<file path="config.mk">
export PLATFORM = sky130hd
export DESIGN_NAME = cds_ratio_div
export DESIGN_NICKNAME = d
export VERILOG_FILES = /design/src/cds_pkg.sv /design/src/cds_ratio_div.sv
export SDC_FILE = /design/constraint.sdc
export NUM_CORES = 2
export LEC_CHECK = 0
export BUFFER_PORTS_ARGS = -buffer_cell sky130_fd_sc_hd__clkbuf_2
export CORE_MARGIN = 3
export CORE_UTILIZATION = 55
export CTS_CLUSTER_SIZE = 20
export DETAILED_ROUTE_END_ITERATION = 7
export GPL_ROUTABILITY_DRIVEN = 0
export HOLD_SLACK_MARGIN = 0.08
export MAX_ROUTING_LAYER = met4
export PLACE_DENSITY = 0.7
export SKIP_CTS_REPAIR_TIMING = 1
export SYNTH_ARGS = -nofsm -noshare
export SYNTH_HDL_FRONTEND = slang
export SYNTH_MEMORY_MAX_BITS = 65536
export SYNTH_SLANG_ARGS = --single-unit
</file>
<file path="constraint.sdc">
create_clock -name clk_i -period 7.1 [get_ports clk_i]
set_input_delay 0.71 -clock clk_i [delete_from_list [all_inputs] [get_ports clk_i]]
set_output_delay 0.71 -clock clk_i [all_outputs]
set_load 0.05 [all_outputs]
</file>
<file path="src/cds_pkg.sv">
// Package for the Smith complex divider: widths, item types and helpers.
// Depends on nothing; every other file imports it.
package cds_pkg;

  localparam int WORD_BITS = 32;
  localparam int FRAC_BITS = 16;

  localparam int RQ_BITS  = FRAC_BITS + 1;
  localparam int R_BITS   = FRAC_BITS + 2;
  localparam int RN_BITS  = WORD_BITS + FRAC_BITS;
  localparam int EXT_BITS = WORD_BITS + 2;
  localparam int DM_BITS  = WORD_BITS + 1;
  localparam int QQ_BITS  = WORD_BITS + 1;
  localparam int QN_BITS  = WORD_BITS + 1 + FRAC_BITS;
  localparam int CMP_BITS = 2 * WORD_BITS + 2;
  localparam int P_BITS   = R_BITS + WORD_BITS;

  typedef logic signed [WORD_BITS-1:0] word_t;
  typedef logic [WORD_BITS-1:0]        umag_t;
  typedef logic signed [EXT_BITS-1:0]  ext_t;
  typedef logic signed [R_BITS-1:0]    ratio_val_t;

  typedef struct packed {
    word_t num_real;
    word_t num_imag;
    word_t div_real;
    word_t div_imag;
  } in_word_t;

  typedef struct packed {
    word_t quot_real;
    word_t quot_imag;
    logic  zero_divisor;
    logic  clipped;
  } out_word_t;

  typedef struct packed {
    word_t cr;
    word_t ci;
    word_t l;
    word_t s;
    logic  imag_branch;
    logic  zero;
  } sel_t;

  typedef struct packed {
    sel_t       sel;
    ratio_val_t r;
  } ratio_t;

  typedef struct packed {
    logic [QN_BITS-1:0] nr_mag;
    logic [QN_BITS-1:0] ni_mag;
    logic               nr_neg;
    logic               ni_neg;
    logic [DM_BITS-1:0] den_mag;
    logic               den_neg;
    logic               zero;
  } quot_in_t;

  function automatic umag_t mag_of(word_t v);
    return v[WORD_BITS-1] ? umag_t'(-v) : umag_t'(v);
  endfunction

endpackage

</file>
<file path="src/cds_ratio_div.sv">
// Divisor part selection and pipelined ratio divider, one quotient bit a stage.
// Depends on cds_pkg.
module cds_ratio_div import cds_pkg::*; (
  input  logic     clk_i,
  input  logic     rst_ni,
  input  logic     en_i,
  input  logic     valid_i,
  input  in_word_t item_i,
  output logic     valid_o,
  output ratio_t   ratio_o
);

  localparam int Steps = RQ_BITS;

  typedef struct packed {
    sel_t               sel;
    umag_t              lmag;
    logic [RN_BITS-1:0] rem;
    logic [RQ_BITS-1:0] q;
    logic               neg;
  } rstage_t;

  rstage_t          st_q [Steps+1];
  logic [Steps:0]   vld_q;
  rstage_t          sel_d;
  umag_t            mr, mi, smag;
  logic             real_big;
  ratio_val_t       rv;

  always_comb begin
    mr       = mag_of(item_i.div_real);
    mi       = mag_of(item_i.div_imag);
    real_big = mr >= mi;
    smag     = real_big ? mi : mr;
    sel_d.sel.cr          = item_i.num_real;
    sel_d.sel.ci          = item_i.num_imag;
    sel_d.sel.l           = real_big ? item_i.div_real : item_i.div_imag;
    sel_d.sel.s           = real_big ? item_i.div_imag : item_i.div_real;
    sel_d.sel.imag_branch = !real_big;
    sel_d.sel.zero        = (item_i.div_real == '0) && (item_i.div_imag == '0);
    sel_d.lmag            = real_big ? mr : mi;
    sel_d.rem             = {smag, {FRAC_BITS{1'b0}}};
    sel_d.q               = '0;
    sel_d.neg             = item_i.div_real[WORD_BITS-1] ^ item_i.div_imag[WORD_BITS-1];
  end

  always_ff @(posedge clk_i or negedge rst_ni) begin
    if (!rst_ni) begin
      vld_q[0] <= 1'b0;
    end else if (en_i) begin
      vld_q[0] <= valid_i;
    end
  end

  always_ff @(posedge clk_i) begin
    if (en_i) begin
      st_q[0] <= sel_d;
    end
  end

  for (genvar j = 0; j < Steps; j++) begin : g_step
    localparam int Sh = Steps - 1 - j;
    logic [RN_BITS-1:0] sd;
    logic               ge;
    rstage_t            nx;

    always_comb begin
      nx   = st_q[j];
      sd   = RN_BITS'(st_q[j].lmag) << Sh;
      ge   = st_q[j].rem >= sd;
      if (ge) begin
        nx.rem = st_q[j].rem - sd;
      end
      nx.q = {st_q[j].q[RQ_BITS-2:0], ge};
    end

    always_ff @(posedge clk_i or negedge rst_ni) begin
      if (!rst_ni) begin
        vld_q[j+1] <= 1'b0;
      end else if (en_i) begin
        vld_q[j+1] <= vld_q[j];
      end
    end

    always_ff @(posedge clk_i) begin
      if (en_i) begin
        st_q[j+1] <= nx;
      end
    end
  end

  assign rv        = $signed({1'b0, st_q[Steps].q});
  assign valid_o   = vld_q[Steps];
  assign ratio_o.sel = st_q[Steps].sel;
  assign ratio_o.r = st_q[Steps].neg ? -rv : rv;

endmodule

</file>
; ---- After elaboration in Yosys (flattened, before gate mapping)
; Memories as Yosys holds them, arrays and structs flattened.
; Cells that the tools add are included.
[totals]
input_bits = 132
out_inout_bits = 149
memories = 1
latch_bits = 0
mem_bits_ro = 0
mem_bits_rw = 4104
regBits = 18
word_cells = 88
[mem_list]
columns = name, depth, width, read_ports, rd_clocked_by_memory_dff, write_ports, line_no
row1 = st_q, 18, 228, 18, 0, 18, cds_ratio_div.sv:23  ; rstage_t st_q [Steps+1];
[classes]
n_div = 0
shifts = 0
mux = 26
n_reduce_logical = 4
magnitude_cmp = 18
multipliers = 0
bitwise = 1
n_eq_ne = 0
addsub = 20
[op_table]
columns = operator, count
row1 = $mux 48, 17
row2 = $mux 32, 6
row3 = $logic_not 32->1, 2
row4 = $neg 32->32, 2
row5 = $ge 48x32->1, 1
row6 = $ge 48x33->1, 1
row7 = $ge 48x34->1, 1
row8 = $ge 48x35->1, 1
row9 = $ge 48x36->1, 1
row10 = $ge 48x37->1, 1
row11 = $ge 48x38->1, 1
row12 = $ge 48x39->1, 1
row13 = $ge 48x40->1, 1
row14 = $ge 48x41->1, 1
row15 = $ge 48x42->1, 1
row16 = $ge 48x43->1, 1
row17 = $ge 48x44->1, 1
row18 = $ge 48x45->1, 1
row19 = $ge 48x46->1, 1
row20 = $ge 48x47->1, 1
row21 = $ge 48x48->1, 1
row22 = $sub 48x32->48, 1
row23 = $sub 48x33->48, 1
row24 = $sub 48x34->48, 1
row25 = 21 further kinds, 22

; ---- Depth between registers and ports, before layout
[logic_depth]
depth_word = 4
depth_mapped = 22
mapped_depth_nobuf = 21

; ---- Worst setup path before layout
; OpenSTA, ideal clock, no wires.
[synth_path]
kind = input-to-reg
from = in item_i[36] (netlist name)
to = mem st_q[0][125] (netlist name) (data pin)
t_required_ps = 6840
t_arrival_ps = 5225
slack_ps = 1615
path_stages = 20
n_path_buf = 1
setup_ps = 260
path_cell_list = nor4_2 > nand3_1 > or3_1 > or4_4 > nand2b_1 > or3_1 > o31ai_1 > xor2_1 > inv_1 > ha_1 > nand4_1 > nor2_1 > nor4b_1 > a221oi_1 > o21ai_0 > a21oi_1 > nand2_1 > inv_2 > clkbuf_1 > mux2_2
[synth_rtl]
columns = item, line_no
row1 = start: declaration, cds_ratio_div.sv:8  ; input in_word_t item_i,
row2 = end: declaration, cds_ratio_div.sv:23

==> results.py <==
metrics = {
    "outcome": {
        "status": "finished, final reports clean",
    },
    "route": {
        "wl_per_cell_um": 18.13,
        "dr_wl_met2_mm": 130.2,
        "viasPerCell": 5.558,
        "drtAntennaViolNets": 0,
        "drc": 0,
        "wl_met3_mm": 13.00,
        "wirelength_mm": 265.3,
        "highest_layer": "met4",
        "drt_iter0_markers": 6719,
        "vias": 81330,
        "met1Wirelength_mm": 106.7,
        "drt_first_pass_iters": 7,
    },
    "placement": {
        "hpwl_mm": 181.1,
        "io_buffer_count": 280,
        "pre_cts_ws_ns": 0.9104,
    },
    "sta": {
        "slew_viol_final": 0,
        "post-route-min-period_ns": 5.348,
        "post-route-period-util": 0.7532,
        "worstMarginPinSlew_ns": 1.387,
        "setup_tns_ns": 0,
        "rsz0062_at_grt": "false",
        "setup_ws_ns": 1.752,
        "skew_ns": 0.05278,
        "setup_violations": 0,
        "fmax_ghz": 0.1870,
        "final-hold-violation-count": 0,
        "max_slew_margin": 0.05109,
        "timing.hold.ws_ns": 0.1775,
    },
    "clock_network": {
        "cts.path.max_buffers": 4,
        "cts_sinks": 3719,
        "cts_tree": "done",
        "cts_buffers": 371,
        "h-tree-depth": 5,
        "cts-root-buf": "clkbuf_16",
        "path_clk_slew_ns": 0.06,
        "clk_latency_ns": 0.92,
    },
    "worst_setup_path": {
        "crit_start": "item_i[36]",
        "critPathTopFamily": "simple AND/OR/NAND/NOR gates",
        "reg2reg_depth": 12,
        "endpoint": "st_q[0][114]",
        "cpMostUsedCell": "or3_1",
        "critPathRequiredTime_ns": 7.74,
        "slowest_stage": "nor4_2",
        "reg2reg_from": "st_q[8][132]",
        "crit_cells": 21,
        "cpPeakStageDelay_ns": 0.45,
        "critPathArrivalTime_ns": 5.98,
        "rrSetupSlack_ns": 2.34,
        "rr_endpoint": "st_q[9][65]",
        "path_buf_inv": 4,
        "critPathCaptureType": "flop",
        "critPathMaxFanout": 64,
        "crit_chain": "clkbuf_2, nor4_2, nand3_1, or3_1, or4_4, nand2b_4, or3_1, o41ai_2, xor2_1, inv_1, ha_1, nand4_1, nor2_1, nor4b_1, a221oi_1, o21ai_0, a21oi_1, nand2_4, inv_2, buf_12, mux2_2",
        "crit_type": "input pin to flop",
        "startpoint_type": "input pin",
    },
    "global_route": {
        "grtUsageTotal": 0.1882,
        "grt_max_degree": 196,
        "grt_pass1_wl_mm": 423.6,
        "antenna_found_initial": 7,
        "grt_pass1_vias": 81370,
        "grt_overflow": 0,
    },
    "final_layout": {
        "finalNetCount": 11370,
        "area_delta_synth_final_pct": 11.51,
        "drive_above_1_share": 0.1024,
    },
    "logic_synthesis": {
        "ys_types": 97,
        "synth_ff_type": "edfxtp_1",
        "yosys-top-cells-area": "edfxtp_1 (72%), ha_1 (4.7%), a21oi_1 (1.9%), o21ai_0 (1.9%), xnor2_1 (1.9%)",
        "yosys.area.top_type_share": 0.7239,
        "yosysSeqAreaShare": 0.7268,
        "syn_area_mm2": 0.1535,
        "synth-edff-count": 3701,
        "synth_nets": 10930,
        "synthesis.instances": 10200,
        "yosysTopAreaCell": "edfxtp_1",
        "synth-seq-cells": 3719,
        "synth_area_per_cell_um2": 15.05,
        "yosysWarnings": 0,
        "async_flop_share": 0.004840,
    },
    "power": {
        "peakVddDrop_uv": 263.1,
        "p_total_mw": 65.36,
        "power.leakage_nw": 63.68,
        "power_per_cell_area_mw_per_mm2": 381.8,
    },
    "floorplan": {
        "dieArea_mm2": 0.2855,
        "rows": 193,
        "initial_utilization": 0.5538,
        "core_mm2": 0.2772,
        "die_w_um": 534.3,
        "die_h_um": 534.3,
        "io_pins": 281,
    },
    "worst_hold_path": {
        "hp-class": "input pin to flop",
    },
    "flow_run": {
        "cap_violations": 0,
    },
}
-- flip-flops by register name (all words and copies together) (netlist names) --
signal   cells
vld_q       17
st_q      3701
valid_o      1
-- power breakdown --
group | internal (mW) | switching [mW]
registers | 28.3 | 1.62
logic | 6.89 | 9.79
clock network | 11.0 | 7.80
-- cells in the final DEF (no fill, tap or decap), types with 127 or more instances in the layout --
cell | netlist | final
edfxtp_1 | 3701 | 3701
inv_1 | 731 | 731
nand2_1 | 648 | 646
a21oi_1 | 590 | 587
ha_1 | 578 | 578
o21ai_0 | 570 | 569
nor2_1 | 444 | 443
clkbuf_16 | 0 | 373
xnor2_1 | 325 | 325
xor2_1 | 292 | 292
a21o_1 | 279 | 279
clkbuf_2 | 0 | 279
mux2_2 | 164 | 164
nand4_1 | 127 | 127
-- cells in the mapped netlist (164+ instances only) --
master    instances
a21o_1          279
a21oi_1         590
clkbuf_1        189
edfxtp_1       3701
ha_1            578
inv_1           731
mux2_2          164
nand2_1         648
nor2_1          444
o21ai_0         570
xnor2_1         325
xor2_1          292
-- final cells by class --
cell class	instances	area, um2
antenna	4	10.01
clock buffer	434	9563
clock inverter	223	2303
fill	20010	106000
inverter	734	2755
multi-input combinational	5394	37490
sequential	3719	111600
tap	3705	4636
timing repair buffer	420	2845
-- layer usage --
layer	global-route usage	vias to the layer above
li1	-	39070
met1	0.2250	38810
met2	0.3098	2589
met3	0.02917	857
met4	0.1002	0
met5	-	-
-- per-stage QoR --
| stage | cell area [um2] | util | instances |
|---|---|---|---|
| final | 171200 | 0.6175 | 14630 |
| after global routing | 171200 | 0.6175 | 14630 |
| after CTS | 170500 | 0.6151 | 14560 |
| after detailed placement | 158700 | 0.5723 | 13910 |
| after global placement | 158700 | 0.5723 | 13910 |
| after floorplan | 153500 | - | 10200 |
-- cells by family (layout without fill, tap and decap cells) --
family / Yosys count / after routing / share of synthesized area
other: 0 / 4 / 0
adders and majority gates: 594 / 594 / 0.04919
AOI/OAI and AO/OA: 2047 / 2047 / 0.08302
and+or+nand+nor: 1901 / 1901 / 0.05917
DFF: 3719 / 3719 / 0.7268
muxes: 234 / 234 / 0.01659
xor gates and xnor gates: 618 / 618 / 0.03531
buffers and inverters: 1087 / 1811 / 0.02988
-- worst min path at each step --
stage | startpoint | to | depth (start not counted)
floorplan | st_q[9][0] | st_q[10][0] | 0
global placement | st_q[0][164] | st_q[1][164] | 0
detailed placement | st_q[9][110] | st_q[10][110] | 0
CTS | rst_ni | vld_q[0] | 1
global route | item_i[41] | st_q[0][109] | 2
finish | item_i[41] | st_q[0][109] | 2
-- worst register-to-register path: cells and delay by family, from the launching register on --
kind / cells / cell delay [ns]
flops: 1 / 0.44
buf+inv: 1 / 0.28
fa+ha+maj: 1 / 0.48
compound gates: 6 / 2.31
xor+xnor: 1 / 0.18
simple gates: 3 / 0.80
No activity file was read; power rests on OpenSTA's default activity.
